[config.mk]
export PLATFORM = sky130hd
export DESIGN_NAME = sorted_key_table_core
export DESIGN_NICKNAME = d
export VERILOG_FILES = /design/src/hw/rtl/skt_pkg.sv /design/src/hw/rtl/skt_div.sv /design/src/hw/rtl/skt_dp.sv /design/src/hw/rtl/skt_ctrl.sv /design/src/hw/rtl/sorted_key_table_core.sv
export SDC_FILE = /design/constraint.sdc
export NUM_CORES = 1
export LEC_CHECK = 0
export BUFFER_PORTS_ARGS = -buffer_cell sky130_fd_sc_hd__buf_2
export CORE_ASPECT_RATIO = 1.75
export CORE_MARGIN = 4
export CORE_UTILIZATION = 55
export DETAILED_ROUTE_END_ITERATION = 10
export HOLD_SLACK_MARGIN = 0.12
export PLACE_DENSITY_LB_ADDON = 0.08
export REMOVE_ABC_BUFFERS = 1
export SLEW_MARGIN = 40
export SYNTH_ARGS = -nofsm -noshare
export SYNTH_HDL_FRONTEND = slang
export SYNTH_SLANG_ARGS = --single-unit
[constraint.sdc]
create_clock -name clk -period 4.6 [get_ports clk]
set_clock_uncertainty 0.1 [all_clocks]
set_input_delay 0.92 -clock clk [delete_from_list [all_inputs] [get_ports clk]]
set_output_delay 0.92 -clock clk [all_outputs]
set_load 0.02 [all_outputs]
[src/hw/rtl/skt_pkg.sv]
`timescale 1ns / 1ps
package skt_pkg;

  localparam int KEY_W = 16;
  localparam int POS_W = 4;
  localparam int ST_W  = 2;

  typedef enum logic [ST_W-1:0] {
    ST_OK     = 2'd0,
    ST_FULL   = 2'd1,
    ST_DUP    = 2'd2,
    ST_BADPOS = 2'd3
  } status_t;

  typedef struct packed {
    logic             kind;
    logic [KEY_W-1:0] key_time;
    logic [POS_W-1:0] del_position;
  } in_item_t;

  typedef struct packed {
    logic [ST_W-1:0]  status;
    logic [POS_W-1:0] position;
    logic [KEY_W-1:0] entry_key;
    logic [KEY_W-1:0] frame_mark;
    logic             entry_valid;
    logic             last;
  } out_item_t;

  localparam logic KIND_ADD = 1'b0;
  localparam logic KIND_DEL = 1'b1;

  typedef enum logic [2:0] {
    IDX_HOLD,
    IDX_ZERO,
    IDX_POS,
    IDX_INC,
    IDX_DEC,
    IDX_END
  } idx_op_t;

  typedef enum logic [1:0] {
    RD_IDX,
    RD_PREV,
    RD_NEXT
  } rd_sel_t;

  typedef enum logic {
    WR_RDATA,
    WR_KEY
  } wr_sel_t;

  typedef struct packed {
    logic    load_item;
    idx_op_t idx_op;
    logic    rd_en;
    rd_sel_t rd_sel;
    logic    mem_we;
    wr_sel_t wr_sel;
    logic    at_load;
    logic    cnt_inc;
    logic    cnt_dec;
    logic    set_status;
    status_t status;
    logic    div_start;
    logic    out_load_entry;
    logic    out_load_empty;
  } cmd_t;

  typedef struct packed {
    logic kind_del;
    logic full;
    logic pos_bad;
    logic empty;
    logic idx_eq_count;
    logic idx_eq_at;
    logic idx_last;
    logic hit;
    logic above;
    logic div_done;
    logic out_taken;
    logic out_last;
  } sts_t;

endpackage

[src/hw/rtl/skt_div.sv]
`timescale 1ns / 1ps
module skt_div
  import skt_pkg::*;
(
  input  logic             clk,
  input  logic             rst,
  input  logic             start,
  input  logic [KEY_W-1:0] dividend,
  input  logic [KEY_W-1:0] divisor,
  output logic             done,
  output logic [KEY_W-1:0] quotient
);

  localparam int CNT_W = $clog2(KEY_W + 1);

  logic             busy;
  logic [CNT_W-1:0] cnt;
  logic [KEY_W-1:0] rem;
  logic [KEY_W-1:0] quo;
  logic [KEY_W:0]   shifted;
  logic [KEY_W:0]   diff;
  logic             ge;

  // restoring, one quotient bit per cycle; a zero divisor yields all ones
  assign shifted  = {rem, quo[KEY_W-1]};
  assign ge       = shifted >= {1'b0, divisor};
  assign diff     = shifted - {1'b0, divisor};
  assign quotient = quo;

  always_ff @(posedge clk) begin
    if (rst) begin
      busy <= 1'b0;
      done <= 1'b0;
      cnt  <= '0;
    end else begin
      done <= 1'b0;
      if (start) begin
        busy <= 1'b1;
        cnt  <= CNT_W'(KEY_W);
      end else if (busy) begin
        cnt <= cnt - CNT_W'(1);
        if (cnt == CNT_W'(1)) begin
          busy <= 1'b0;
          done <= 1'b1;
        end
      end
    end
  end

  always_ff @(posedge clk) begin
    if (start) begin
      rem <= '0;
      quo <= dividend;
    end else if (busy) begin
      rem <= ge ? diff[KEY_W-1:0] : shifted[KEY_W-1:0];
      quo <= {quo[KEY_W-2:0], ge};
    end
  end

endmodule

[src/hw/rtl/skt_dp.sv]
`timescale 1ns / 1ps
module skt_dp
  import skt_pkg::*;
#(
  parameter int DEPTH = 16
) (
  input  logic             clk,
  input  logic             rst,
  input  cmd_t             cmd,
  output sts_t             sts,
  input  logic             cfg_we,
  input  logic [KEY_W-1:0] cfg_wdata,
  input  in_item_t         in_item,
  output logic             out_valid,
  input  logic             out_stall,
  output out_item_t        out_item
);

  localparam int AW   = $clog2(DEPTH);
  localparam int CW   = $clog2(DEPTH + 1);
  localparam int CMPW = (CW > POS_W) ? CW : POS_W;

  logic [KEY_W-1:0] mem [DEPTH];
  in_item_t         item;
  logic [KEY_W-1:0] unit_time;
  logic [CW-1:0]    idx;
  logic [CW-1:0]    at;
  logic [CW-1:0]    count;
  logic [KEY_W-1:0] rdata;
  status_t          status;
  logic [CW-1:0]    idx_prev;
  logic [CW-1:0]    idx_succ;
  logic [AW-1:0]    raddr;
  logic             div_done;
  logic [KEY_W-1:0] quotient;

  assign idx_prev = idx - CW'(1);
  assign idx_succ = idx + CW'(1);

  always_comb begin
    case (cmd.rd_sel)
      RD_PREV: raddr = idx_prev[AW-1:0];
      RD_NEXT: raddr = idx_succ[AW-1:0];
      default: raddr = idx[AW-1:0];
    endcase
  end

  assign sts.kind_del     = (item.kind == KIND_DEL);
  assign sts.full         = (count == CW'(DEPTH));
  assign sts.pos_bad      = CMPW'(item.del_position) >= CMPW'(count);
  assign sts.empty        = (count == '0);
  assign sts.idx_eq_count = (idx == count);
  assign sts.idx_eq_at    = (idx == at);
  assign sts.idx_last     = ({1'b0, idx} + {{CW{1'b0}}, 1'b1}) >= {1'b0, count};
  assign sts.hit          = (rdata == item.key_time);
  assign sts.above        = (rdata > item.key_time);
  assign sts.div_done     = div_done;
  assign sts.out_taken    = out_valid && !out_stall;
  assign sts.out_last     = out_item.last;

  skt_div u_div (
    .clk      (clk),
    .rst      (rst),
    .start    (cmd.div_start),
    .dividend (rdata),
    .divisor  (unit_time),
    .done     (div_done),
    .quotient (quotient)
  );

  always_ff @(posedge clk) begin
    if (rst) begin
      unit_time <= KEY_W'(1);
      count     <= '0;
      idx       <= '0;
      at        <= '0;
      status    <= ST_OK;
      out_valid <= 1'b0;
    end else begin
      if (cfg_we) begin
        unit_time <= cfg_wdata;
      end
      case (cmd.idx_op)
        IDX_ZERO: idx <= '0;
        IDX_POS:  idx <= CW'(item.del_position);
        IDX_INC:  idx <= idx_succ;
        IDX_DEC:  idx <= idx_prev;
        IDX_END:  idx <= count;
        default:  idx <= idx;
      endcase
      if (cmd.at_load) begin
        at <= idx;
      end
      if (cmd.cnt_inc) begin
        count <= count + CW'(1);
      end else if (cmd.cnt_dec) begin
        count <= count - CW'(1);
      end
      if (cmd.set_status) begin
        status <= cmd.status;
      end
      if (cmd.out_load_entry || cmd.out_load_empty) begin
        out_valid <= 1'b1;
      end else if (out_valid && !out_stall) begin
        out_valid <= 1'b0;
      end
    end
  end

  always_ff @(posedge clk) begin
    if (cmd.load_item) begin
      item <= in_item;
    end
    if (cmd.out_load_entry) begin
      out_item.status      <= status;
      out_item.position    <= POS_W'(idx);
      out_item.entry_key   <= rdata;
      out_item.frame_mark  <= quotient;
      out_item.entry_valid <= 1'b1;
      out_item.last        <= sts.idx_last;
    end else if (cmd.out_load_empty) begin
      out_item.status      <= status;
      out_item.position    <= '0;
      out_item.entry_key   <= '0;
      out_item.frame_mark  <= '0;
      out_item.entry_valid <= 1'b0;
      out_item.last        <= 1'b1;
    end
  end

  always_ff @(posedge clk) begin
    if (cmd.mem_we) begin
      mem[idx[AW-1:0]] <= (cmd.wr_sel == WR_KEY) ? item.key_time : rdata;
    end
    if (cmd.rd_en) begin
      rdata <= mem[raddr];
    end
  end

  a_count_range: assert property (@(posedge clk) disable iff (rst)
    count <= CW'(DEPTH))
    else $error("entry count above depth");

  a_wr_in_range: assert property (@(posedge clk) disable iff (rst)
    cmd.mem_we |-> (idx < CW'(DEPTH)))
    else $error("table write out of range");

  a_no_add_when_full: assert property (@(posedge clk) disable iff (rst)
    cmd.cnt_inc |-> !sts.full)
    else $error("insert into full table");

  a_out_gap: assert property (@(posedge clk) disable iff (rst)
    (out_valid && !out_stall) |=> !out_valid)
    else $error("result reloaded right after handoff");

endmodule

[src/hw/rtl/skt_ctrl.sv]
`timescale 1ns / 1ps
module skt_ctrl
  import skt_pkg::*;
(
  input  logic clk,
  input  logic rst,
  input  logic in_valid,
  output logic in_stall,
  input  sts_t sts,
  output cmd_t cmd
);

  typedef enum logic [3:0] {
    S_IDLE,
    S_CHECK,
    S_SCAN_RD,
    S_SCAN_CHK,
    S_SH_RD,
    S_SH_WR,
    S_DEL_RD,
    S_DEL_WR,
    S_LIST,
    S_LS_RD,
    S_LS_DIV,
    S_LS_WAIT,
    S_OUT
  } state_t;

  state_t state;
  state_t state_next;

  assign in_stall = (state != S_IDLE);

  always_comb begin
    state_next         = state;
    cmd.load_item      = 1'b0;
    cmd.idx_op         = IDX_HOLD;
    cmd.rd_en          = 1'b0;
    cmd.rd_sel         = RD_IDX;
    cmd.mem_we         = 1'b0;
    cmd.wr_sel         = WR_RDATA;
    cmd.at_load        = 1'b0;
    cmd.cnt_inc        = 1'b0;
    cmd.cnt_dec        = 1'b0;
    cmd.set_status     = 1'b0;
    cmd.status         = ST_OK;
    cmd.div_start      = 1'b0;
    cmd.out_load_entry = 1'b0;
    cmd.out_load_empty = 1'b0;
    case (state)
      S_IDLE: begin
        if (in_valid) begin
          cmd.load_item = 1'b1;
          state_next    = S_CHECK;
        end
      end
      S_CHECK: begin
        if (sts.kind_del) begin
          if (sts.pos_bad) begin
            cmd.set_status = 1'b1;
            cmd.status     = ST_BADPOS;
            state_next     = S_LIST;
          end else begin
            cmd.idx_op = IDX_POS;
            state_next = S_DEL_RD;
          end
        end else if (sts.full) begin
          cmd.set_status = 1'b1;
          cmd.status     = ST_FULL;
          state_next     = S_LIST;
        end else begin
          cmd.idx_op = IDX_ZERO;
          state_next = S_SCAN_RD;
        end
      end
      S_SCAN_RD: begin
        if (sts.idx_eq_count) begin
          cmd.at_load = 1'b1;
          state_next  = S_SH_RD;
        end else begin
          cmd.rd_en  = 1'b1;
          state_next = S_SCAN_CHK;
        end
      end
      S_SCAN_CHK: begin
        if (sts.hit) begin
          cmd.set_status = 1'b1;
          cmd.status     = ST_DUP;
          state_next     = S_LIST;
        end else if (sts.above) begin
          // insert point found; walk back from the end shifting up
          cmd.at_load = 1'b1;
          cmd.idx_op  = IDX_END;
          state_next  = S_SH_RD;
        end else begin
          cmd.idx_op = IDX_INC;
          state_next = S_SCAN_RD;
        end
      end
      S_SH_RD: begin
        if (sts.idx_eq_at) begin
          cmd.mem_we     = 1'b1;
          cmd.wr_sel     = WR_KEY;
          cmd.cnt_inc    = 1'b1;
          cmd.set_status = 1'b1;
          cmd.status     = ST_OK;
          state_next     = S_LIST;
        end else begin
          cmd.rd_en  = 1'b1;
          cmd.rd_sel = RD_PREV;
          state_next = S_SH_WR;
        end
      end
      S_SH_WR: begin
        cmd.mem_we = 1'b1;
        cmd.idx_op = IDX_DEC;
        state_next = S_SH_RD;
      end
      S_DEL_RD: begin
        if (sts.idx_last) begin
          cmd.cnt_dec    = 1'b1;
          cmd.set_status = 1'b1;
          cmd.status     = ST_OK;
          state_next     = S_LIST;
        end else begin
          cmd.rd_en  = 1'b1;
          cmd.rd_sel = RD_NEXT;
          state_next = S_DEL_WR;
        end
      end
      S_DEL_WR: begin
        cmd.mem_we = 1'b1;
        cmd.idx_op = IDX_INC;
        state_next = S_DEL_RD;
      end
      S_LIST: begin
        cmd.idx_op = IDX_ZERO;
        if (sts.empty) begin
          cmd.out_load_empty = 1'b1;
          state_next         = S_OUT;
        end else begin
          state_next = S_LS_RD;
        end
      end
      S_LS_RD: begin
        cmd.rd_en  = 1'b1;
        state_next = S_LS_DIV;
      end
      S_LS_DIV: begin
        cmd.div_start = 1'b1;
        state_next    = S_LS_WAIT;
      end
      S_LS_WAIT: begin
        if (sts.div_done) begin
          cmd.out_load_entry = 1'b1;
          state_next         = S_OUT;
        end
      end
      S_OUT: begin
        if (sts.out_taken) begin
          if (sts.out_last) begin
            state_next = S_IDLE;
          end else begin
            cmd.idx_op = IDX_INC;
            state_next = S_LS_RD;
          end
        end
      end
      default: state_next = S_IDLE;
    endcase
  end

  always_ff @(posedge clk) begin
    if (rst) begin
      state <= S_IDLE;
    end else begin
      state <= state_next;
    end
  end

  a_done_in_wait: assert property (@(posedge clk) disable iff (rst)
    sts.div_done |-> (state == S_LS_WAIT))
    else $error("divider done outside wait");

  a_taken_in_out: assert property (@(posedge clk) disable iff (rst)
    sts.out_taken |-> (state == S_OUT))
    else $error("result taken outside output state");

  a_last_ends: assert property (@(posedge clk) disable iff (rst)
    (state == S_OUT && sts.out_taken && sts.out_last) |=> (state == S_IDLE))
    else $error("last result did not end the item");

  a_accept_check: assert property (@(posedge clk) disable iff (rst)
    (state == S_IDLE && in_valid) |=> (state == S_CHECK))
    else $error("accepted item not checked");

endmodule

[src/hw/rtl/sorted_key_table_core.sv]
`timescale 1ns / 1ps
// One item at a time; the input stalls from acceptance until its last result is taken.
// Update: add scans the keys for the insert point (stopping on a duplicate), then shifts
// the entries above it up from the end; rejected when full. Delete shifts the entries
// above the position down; rejected on a bad position. Listing: per entry a read,
// divider start, divide and done, result load; or one empty result; plus output stall.
// Sync active-high reset: table empty, unit_time 1, no result pending; keys not cleared.
module sorted_key_table_core
  import skt_pkg::*;
#(
  parameter int DEPTH = 16
) (
  input  logic             clk,
  input  logic             rst,
  input  logic             cfg_we,
  input  logic [KEY_W-1:0] cfg_wdata,
  input  logic             in_valid,
  output logic             in_stall,
  input  in_item_t         in_item,
  output logic             out_valid,
  input  logic             out_stall,
  output out_item_t        out_item
);

  cmd_t cmd;
  sts_t sts;

  skt_ctrl u_ctrl (
    .clk      (clk),
    .rst      (rst),
    .in_valid (in_valid),
    .in_stall (in_stall),
    .sts      (sts),
    .cmd      (cmd)
  );

  skt_dp #(
    .DEPTH (DEPTH)
  ) u_dp (
    .clk       (clk),
    .rst       (rst),
    .cmd       (cmd),
    .sts       (sts),
    .cfg_we    (cfg_we),
    .cfg_wdata (cfg_wdata),
    .in_item   (in_item),
    .out_valid (out_valid),
    .out_stall (out_stall),
    .out_item  (out_item)
  );

endmodule
Word level (Yosys, flattened, before mapping)
Memory sizes are Yosys's and may differ from the RTL's. A register that Yosys moved wholly into a read port is not among the register bits.
Cells that the tools add are included.
- register bits after elaboration: 138
- memories: 1
- RAM bits: 256
- output and inout bits: 42
- logic and storage cells: 148
- memories (memory ; depth ; width ; rd ports ; clocked after memory_dff ; write ports ; line ; source):
    u_dp.mem ; 16 ; 16 ; 1 ; 1 ; 1 ; skt_dp.sv:23 ; logic [KEY_W-1:0] mem [DEPTH];
- order comparisons: 4
- multiplexer cells: 71
- $add $sub $neg: 7
- bitwise logic cells: 1
- eq/ne operators: 27
- reduce and logical (&&, ||, !) cells: 15
- operators by type and width (cell ; number):
    $mux 40 ; 2
    $mux 16 ; 4
    $pmux 4 s13 ; 1
    $mux 4 ; 11
    $mux 3 ; 14
    $pmux 5 s5 ; 1
    $mux 1 ; 24
    $eq 4x4->1 const B ; 5
    $mux 5 ; 4
    $pmux 3 s6 ; 1
    $ge 17x16->1 ; 1
    $eq 16x16->1 ; 1
    $eq 4x3->1 const B ; 4
    $gt 16x16->1 ; 1
    $sub 16x16->16 ; 1
    $sub 5x1->5 const B ; 3
    $pmux 3 s4 ; 1
    $add 5x1->5 const B ; 2
    $eq 5x5->1 ; 2
    $eq 4x2->1 const B ; 2
    $pmux 4 s2 ; 1
    $reduce_bool 2->1 ; 4
    $add 5x1->6 const B ; 1
    $eq 3x2->1 const B ; 2
    other kinds (26) ; 32

Depth between registers and ports, before layout
Gate-level depths: netlist (run 1).
- depth after elaboration: 6
- gate-level depth with buffers: 18
- mapped depth without buffers: 16

Cells and area by module
A second synthesis (run 1) with hierarchy kept.
- cell total of the unflattened synthesis: 1271
- area, all modules: 18875.6 µm²
- modules (own cells, without submodules) (module ; cells an instance ; times used ; area an instance (µm²)):
    skt_dp ; 864 ; 1 ; 15418.5
    skt_div ; 309 ; 1 ; 2767.7
    skt_ctrl ; 98 ; 1 ; 689.4

Worst setup path after synthesis (run 1)
OpenSTA, ideal clock, no wires.
- kind: register to register
- from: register u_dp.idx[0]
- to: register u_dp.rdata[10], read port of u_dp.mem, data pin
- setup time: 0.270 ns
- cell stages (with the launch flop): 17
- arrival time: 3.717 ns
- required time: 4.230 ns
- path buffers: 4
- slack: 0.513 ns
- cells stage by stage: dfxtp_1 buf_2 inv_1 ha_1 ha_1 a21o_1 a21oi_1 o211ai_1 ha_1 buf_2 nor3_1 a21oi_1 buf_6 buf_2 mux4_2 a211oi_1 a21oi_1
- longest elaborated chain between the ends: 6
- elaborated cells between the ends (all ways): 14
- RTL lines (item ; line ; source):
    start, declared ; skt_dp.sv:26 ; logic [CW-1:0] idx;
    start signal, assigned ; skt_dp.sv:85 ; IDX_POS: idx <= CW'(item.del_position);
    start signal, assigned ; skt_dp.sv:86 ; IDX_INC: idx <= idx_succ;
    start signal, assigned ; skt_dp.sv:87 ; IDX_DEC: idx <= idx_prev;
    $add 5x1->6 ; skt_dp.sv:54 ; assign sts.idx_last = ({1'b0, idx} + {{CW{1'b0}}, 1'b1}) >= {1'b0, count};
    $ge 6x5->1 ; skt_dp.sv:54 ;
    $mux 3 ; skt_ctrl.sv:120 ; if (sts.idx_last) begin
    $pmux 2 s2 ; skt_ctrl.sv:50 ; case (state)
    $eq 2x2->1 / $eq 2x1->1 (equally long branches) ; skt_dp.sv:41 ; case (cmd.rd_sel)
    $pmux 4 s2 ; skt_dp.sv:41 ;
    end, declared ; skt_dp.sv:29 ; logic [KEY_W-1:0] rdata;
Parallel ways exist; a longest one is shown, timed or not.
A chain may end at the register's enable or synchronous reset.

Final worst setup path (run 1)
- from: register u_dp.idx[1]
- to: register u_dp.rdata[10], read port of u_dp.mem, data pin
The elaborated chain is that of the path after synthesis.

==> summary.txt, run 1 <==
Run status
  • Outcome: finished clean

Clocking
  • Clock root buffer: clkbuf_16
  • Cts hold-fix bufs: 0
  • Clock buffer depth: 3
  • Register clock-pin slew on the reported worst setup and hold paths: 0.07 ns
  • Htree depth: 2
  • CTS tree: done
  • Clock Latency Late Sink: 0.54 ns
  • Clock sink total: 410
  • CTS buffer count: 38

Setup path
  • WP data required: 4.77 ns
  • Crit path DAT: 4.44 ns
  • Crit path kind: reg2reg
  • CP Capture Type: flop
  • R2R depth: 16
  • R2R Setup Slk: 0.34 ns
  • Beginning of the critical path: u_dp.idx[1]
  • Critical path peak fanout: 23
  • CP Capture Point: u_dp.rdata[10]
  • Worst R2R End: u_dp.rdata[10]
  • Setup crit start kind: flop
  • FF-to-FF Start: u_dp.idx[1]

Power
  • Worst VDD drop: 334 uV
  • Gate power share: 29.3%
  • Switching Power: 3.68 mW
  • Switching share of total power: 31.9%
  • Reg power frac: 42.5%
  • Clock network fraction of total power: 28.2%
  • Internal power: 7.87 mW
  • Pwr Total: 11.5 mW
  • Pwr/cell area: 563 nW/um^2
  • Pleak: 7.48 nW

Detailed routing
  • DRC errors left: 0
  • 1st-iter DRT viols: 826
  • Routed vias: 10.8k
  • WL/cell: 22.6 um
  • Post-DRT Antenna Nets: 0
  • TritonRoute pass-1 iters: 5
  • WL final: 41200 um
  • Via density: 5.93

Timing
  • Max-slew violations: 0
  • RSZ-0062 raised after global routing: false
  • Min Tclk post-route: 4.26 ns
  • Slew @ Worst Pin: 0.826 ns
  • Max Clk Rate: 0.234 GHz
  • Final hold viol count: 0
  • Period utilization: 92.7%
  • Slew margin rel.: 44.7%
  • Final setup fails: 0
  • Setup TNS: 0 ns

Placement
  • Final HPWL DP: 26500 um
  • Placer Congestion: 0.886
  • IO Port Bufs: 83

Floorplanning
  • Ports: 84
  • Die span in x: 145 um
  • Chip height: 248 um
  • Die area: 35900 sq um
  • Core area: 32300 sq um
  • Initial Util: 55.8%
  • # rows: 87

Global route
  • Total Routing Usage GR: 22.9%
  • Vias in the first global route: 11.0k
  • Initial antenna violation count: 0
  • Total gr overflow: 0
  • Global-route wire length before repair: 63400 um
  • Largest net degree at the start of global routing: 65

Final layout
  • Multi-input gate area: 5930 sq um
  • Fillers: 2441
  • Number of diodes: 0
  • Final net count: 1489
  • Layout cells sized above 1: 21.1%
  • Register Area: 11700 sq um
  • Layout area overhead: 13.7%

Synth
  • Yosys reg bits: 410
  • Yosys top cell by area: edfxtp_1
  • Syn Inst Count: 1276
  • Synth top area cells: edfxtp_1, mux4_2, dfxtp_1, ha_1, nand2_1
  • Sequential area share after synthesis: 64.8%
  • Syn Area/Cell: 14.1 sq um
  • Number of synthesized flops with an enable pin: 348
  • Synthesized area: 18000 sq um
  • YS warnings: 0
  • Main synth FF type: edfxtp_1
  • Asr flop ratio synth: 0%
  • Synth top area share: 57.9%
  • Post-synth cell types: 71

Min path
  • Worst hold path depth: 2
  • HP Start: u_dp.out_item[1]
  • Hold crit path type: reg2reg

Run
  • MaxCap Viol Count: 0
## registers in the layout, indices dropped and copies added (netlist names), 2 cells and up
register	cells
u_dp.mem	256
u_dp.out_item	40
u_dp.item	20
u_dp.rdata	16
u_dp.u_div.quotient	16
u_dp.u_div.rem	16
u_dp.unit_time	16
u_dp.at	5
u_dp.count	5
u_dp.idx	5
u_dp.u_div.cnt	5
u_ctrl.state	4
u_dp.status	2
## metrics by stage
step	util, %	hold WS [ns]	instance area (sq um)	cells	setup slack (ns)
finish	63.4	0.364	20500	1821	0.335
CTS	63.3	0.366	20500	1818	0.0624
floorplan	-	0.326	17700	1212	-4.80
global route	63.4	0.380	20500	1821	0.0565
detailed placement	59.3	0.351	19200	1749	0.119
global placement	59.3	0.338	19200	1749	0.223
## cell type report
class	instances	area share, %
clock buffers	45	4.87
clock inverters	24	1.37
inverters	56	1.02
multi-input cells	746	28.9
flip-flops and latches	410	57.0
well taps	400	2.44
repair buffers	140	4.36
## Yosys cell counts (5+ instances only)
library cell,count
o21ai_0,51
nor4_1,6
buf_2,17
buf_6,5
a22oi_1,5
nand2_1,114
nand4_1,8
ha_1,53
a211oi_1,17
clkbuf_1,37
nor2_1,76
nor2b_1,24
a21oi_1,64
edfxtp_1,348
o211ai_1,5
mux2i_1,42
a31oi_1,10
mux4_2,64
and2_1,39
nor3_1,30
dfxtp_1,62
xor2_1,13
inv_1,56
a21o_1,7
o21a_1,5
xnor2_1,20
nand3_1,16
nand2b_1,9
## worst max-delay path, cell delays in order (launching register included)
cell and delay, ns:
dfxtp_2 0.42, ha_2 0.27, nand3_1 0.11, xnor2_1 0.17, ha_1 0.33, nand2_1 0.08, o211ai_1 0.32, inv_1 0.12
ha_1 0.27, nor2_1 0.11, nor3_1 0.07, a21oi_4 0.26, clkbuf_16 0.30, mux4_2 0.51, nor2b_1 0.14, a211oi_1 0.29
a21oi_1 0.07
## how the worst min path moves through the flow
stage,end,slack (ns)
floorplan,u_dp.status[0],0.33
global placement,u_dp.status[0],0.34
detailed placement,u_dp.out_item[1],0.35
CTS,u_dp.out_item[1],0.37
global route,u_dp.status[0],0.38
finish,u_dp.out_item[1],0.36
## layer usage
layer | vias to the layer above | share of wire (%) | GRT usage, %
met3 | 74 | 4.3 | 3.36
met1 | 5408 | 39 | 27.8
met5 | - | 0 | 0
met4 | 0 | 2.9 | 8.03
li1 | 5040 | - | -
met2 | 282 | 54 | 42.2
## what timing repair did
action	in CTS	in global routing
endpoints found under the setup margin	0	16
resized for setup	0	6
buffers inserted	0	2
## kinds of logic after synthesis
family | Yosys count | synth area share, %
AOI/OAI and AO/OA | 208 | 7.32
xor gates and xnor gates | 33 | 1.60
adders and majority gates | 55 | 3.90
buffers and inverters | 120 | 2.90
DFF | 410 | 64.8
muxes | 107 | 10.4
and+or+nand+nor | 343 | 9.12
## power by group through the flow
stage / Clock (mW) / Combinational, mW / Sequential [mW]
6_report: 3.25 / 3.39 / 4.91
3_3_place_gp: 0 / 3.31 / 4.98
5_1_grt: 3.47 / 3.73 / 4.95
4_1_cts: 3.33 / 3.38 / 4.91
2_1_floorplan: 0 / 2.25 / 5.06
3_5_place_dp: 0 / 3.37 / 4.98
## layout by cell type (no fill, tap or decap), types with 3 or more instances in the layout
cell type and n:
a211oi_1 16, a21o_1 7, a21oi_1 62, a21oi_4 3, a22oi_1 5, a31oi_1 10, a32oi_1 4, and2_1 39
and3_1 3, buf_2 83, buf_4 52, bufinv_16 6, clkbuf_1 6, clkbuf_16 40, clkinv_1 8, clkinv_2 7
dfxtp_1 60, edfxtp_1 348, ha_1 52, inv_1 56, mux2i_1 42, mux4_2 64, nand2_1 114, nand2b_1 9
nand3_1 16, nand4_1 8, nor2_1 65, nor2_2 11, nor2b_1 24, nor3_1 25, nor3_2 6, nor4_1 6
o211a_1 3, o211ai_1 5, o21a_1 5, o21ai_0 50, o311ai_0 3, o31ai_1 4, xnor2_1 20, xor2_1 13
Note: power is estimated with default switching activity, not from simulation.
==> run 2: changes to the inputs <==
- CAP_MARGIN: default -> 15
- CORE_MARGIN: 4 -> 2
==> run 2 against run 1 <==
Cell count is 0.11% lower. Utilization hardly changed. Register-to-register slack worse by 0.07 ns. Sequential power hardly changed. Clock power is 3% lower. Combinational power hardly changed. Wire length is 1.1% higher. Total power is 0.51% lower. Setup slack worse by 0.072 ns. Critical path depth is 2 lower. Clock-buffer cell count is 5 higher. Global-route usage is 1.7 points higher. Largest cell class unchanged. Largest power group unchanged. Highest routed layer unchanged.
==> summary.txt, run 2 (synthesis gave the netlist of run 1 again) <==
Run status
  • Outcome: finished clean

Setup path
  • Worst R2R End: u_dp.rdata[5]
  • Slowest stage delay, CP: 0.53 ns (+0.02 ns)
  • FF-to-FF Start: u_dp.idx[0]
  • R2R Setup Slk: 0.26 ns (-0.07 ns)
  • Beginning of the critical path: u_dp.idx[0]
  • Critical path peak fanout: 28 (+22%)
  • Setup crit start kind: flop
  • WP data required: 4.77 ns (about the same)
  • Crit-path cells: inv_1 -> ha_1 -> ha_1 -> a21o_1 -> a21oi_1 -> o211ai_1 -> ha_2 -> nor3_1 -> a21oi_4 -> buf_12 -> mux4_2 -> nor2b_1 -> a211oi_1 -> a21oi_1
  • CP Capture Point: u_dp.rdata[5]
  • Worst Path Buf+Inv: 2 (unchanged)
  • WP depth: 14 (-2)
  • CP Capture Type: flop
  • Crit path DAT: 4.51 ns (+0.07 ns)
  • Crit path kind: reg2reg
  • R2R depth: 14 (-2)
  • Max stage delay cell, worst path: mux4_2
  • Top delay family on crit path: compound AO/OA/AOI/OAI gates

Final layout
  • Number of diodes: 0 (unchanged)
  • Layout cells sized above 1: 21.1% (-0.041 points)
  • Multi-input gate area: 5920 sq um (-0.17%)
  • Layout area overhead: 13.6% (about the same)
  • Commonest non-fill, non-tap cell in the layout: edfxtp_1
  • Fillers: 2458 (+0.70%)
  • Final net count: 1491 (+0.13%)
  • Most frequent cells in the layout: edfxtp_1, nand2_1, buf_2
  • Max reg flops: 256 (unchanged)
  • Register Area: 11700 sq um (about the same)

Clocking
  • Cts hold-fix bufs: 0 (unchanged)
  • Register clock-pin slew on the reported worst setup and hold paths: 0.07 ns (about the same)
  • CTS tree: done
  • Htree depth: 2 (unchanged)
  • Clock root buffer: clkbuf_16
  • Clock Latency Late Sink: 0.54 ns (about the same)
  • Postcts setup bufs: 0 (unchanged)
  • Clock buffer depth: 3 (unchanged)
  • Clock sink total: 410 (unchanged)
  • CTS buffer count: 38 (unchanged)

Power
  • Reg power frac: 42.8% (+0.3 points)
  • Gate power share: 29.7% (+0.4 points)
  • Pwr Total: 11.5 mW (-0.51%)
  • Pwr/cell area: 560 nW/um^2 (-0.49%)
  • Internal power: 7.82 mW (-0.64%)
  • Pleak: 7.48 nW (about the same)
  • Worst VDD drop: 329 uV (-1.5%)
  • Clock network fraction of total power: 27.5% (-0.7 points)
  • Switching share of total power: 32.0% (+0.089 points)
  • Switching Power: 3.67 mW (-0.23%)

Detailed routing
  • DRC errors left: 0 (unchanged)
  • WL/cell: 22.9 um (+1.2%)
  • Post-DRT Antenna Nets: 0 (unchanged)
  • TritonRoute pass-1 iters: 5 (unchanged)
  • WL final: 41700 um (+1.1%)
  • Via density: 5.93 (about the same)
  • Routed vias: 10.8k (-0.12%)
  • 1st-iter DRT viols: 707 (-14%)

Placement
  • Placer Congestion: 0.866 (-2.3%)
  • Final HPWL DP: 26900 um (+1.5%)
  • Pre-CTS worst setup slack: 0.202 ns (+0.0828 ns)
  • IO Port Bufs: 83 (unchanged)

Global route
  • Largest net degree at the start of global routing: 37 (-43%)
  • Global-route wire length before repair: 63400 um (about the same)
  • Vias in the first global route: 11.0k (-0.15%)
  • Total gr overflow: 0 (unchanged)
  • Initial antenna violation count: 0 (unchanged)
  • Total Routing Usage GR: 24.6% (+1.7 points)

Floorplanning
  • Die span in x: 141 um (-2.8%)
  • Die area: 34300 sq um (-4.3%)
  • Ports: 84 (unchanged)
  • # rows: 87 (unchanged)
  • Chip height: 244 um (-1.6%)
  • Core area: 32300 sq um (unchanged)
  • Initial Util: 55.8% (unchanged)

Timing
  • Final setup margin: 0.264 ns (-0.0717 ns)
  • Final hold viol count: 0 (unchanged)
  • Slew @ Worst Pin: 0.827 ns (+0.000774 ns)
  • Min Tclk post-route: 4.34 ns (+0.0717 ns)
  • Slew margin rel.: 44.7% (about the same)
  • Max Clk Rate: 0.231 GHz (-1.7%)
  • Max-slew violations: 0 (unchanged)
  • Worst hold slack: 0.362 ns (-0.00199 ns)
  • Period utilization: 94.3% (+1.6 points)
  • Final setup fails: 0 (unchanged)

Min path
  • Hold crit path type: reg2reg

Run
  • MaxCap Viol Count: 0 (unchanged)
-- run 2: changes by cell type in the layout (fill, tap and decap cells not counted), sizes merged --
cell / before / now
clkinv: 15 / 8
clkbuf: 46 / 51
buf: 139 / 141
bufinv: 6 / 4
clkinvlp: 1 / 3
inv: 58 / 56
-- run 2: timing repair --
| item | CTS | global route |
|---|---|---|
| hold endpoints to repair | 0 | 0 |
| endpoints found under the setup margin | 0 | 15 |
| resized for setup | 0 | 3 |
-- run 2: area by class of cell --
type                       count  area share [%]
timing repair buffer         142            4.59
multi-input combinational    746            28.9
clock inverter                15           0.933
clock buffer                  50            5.10
sequential                   410            57.0
inverter                      56            1.03
tap                          400            2.44
-- run 2: how the worst min path moves through the flow --
stage,start,to,slack (ns),cells after the start
after floorplan,u_dp.status[0],u_dp.status[0],0.33,2
after global placement,u_dp.status[0],u_dp.status[0],0.35,2
after detailed placement,u_dp.out_item[1],u_dp.out_item[1],0.36,2
after CTS,u_dp.out_item[1],u_dp.out_item[1],0.36,2
after global routing,u_dp.status[0],u_dp.status[0],0.39,2
final,u_dp.out_item[1],u_dp.out_item[1],0.36,2
-- run 2: worst min-delay path, stage by stage, from the launching register on --
cell and delay, ns:
dfxtp_1 0.31, o41ai_1 0.06, nand2_1 0.05
-- run 2: power groups by stage --
stage / logic (mW) / clock network (mW) / registers (mW)
6_report: 3.42 / 3.15 / 4.92
5_1_grt: 3.77 / 3.36 / 4.95
4_1_cts: 3.42 / 3.22 / 4.92
3_5_place_dp: 3.40 / 0 / 5.00
3_3_place_gp: 3.34 / 0 / 4.99
2_1_floorplan: 2.25 / 0 / 5.06
-- run 2: metal layers --
layer	up-vias	global-route usage, %	wire length (um)
met5	-	0	0
met4	0	9.62	1550
met3	86	3.26	1890
met2	324	45.1	22300
met1	5343	29.3	15900
li1	5038	-	-
-- run 2: metrics by stage --
| stage | utilization (%) | cell area, sq um | instances | TNS, ns |
|---|---|---|---|---|
| after global placement | 59.5 | 19200 | 1753 | 0 |
| after detailed placement | 59.5 | 19200 | 1753 | 0 |
| after global routing | 63.4 | 20500 | 1819 | -0.0161 |
| final | 63.4 | 20500 | 1819 | 0 |
| after floorplan | - | 17700 | 1212 | -76.87 |
| after CTS | 63.4 | 20500 | 1818 | 0 |
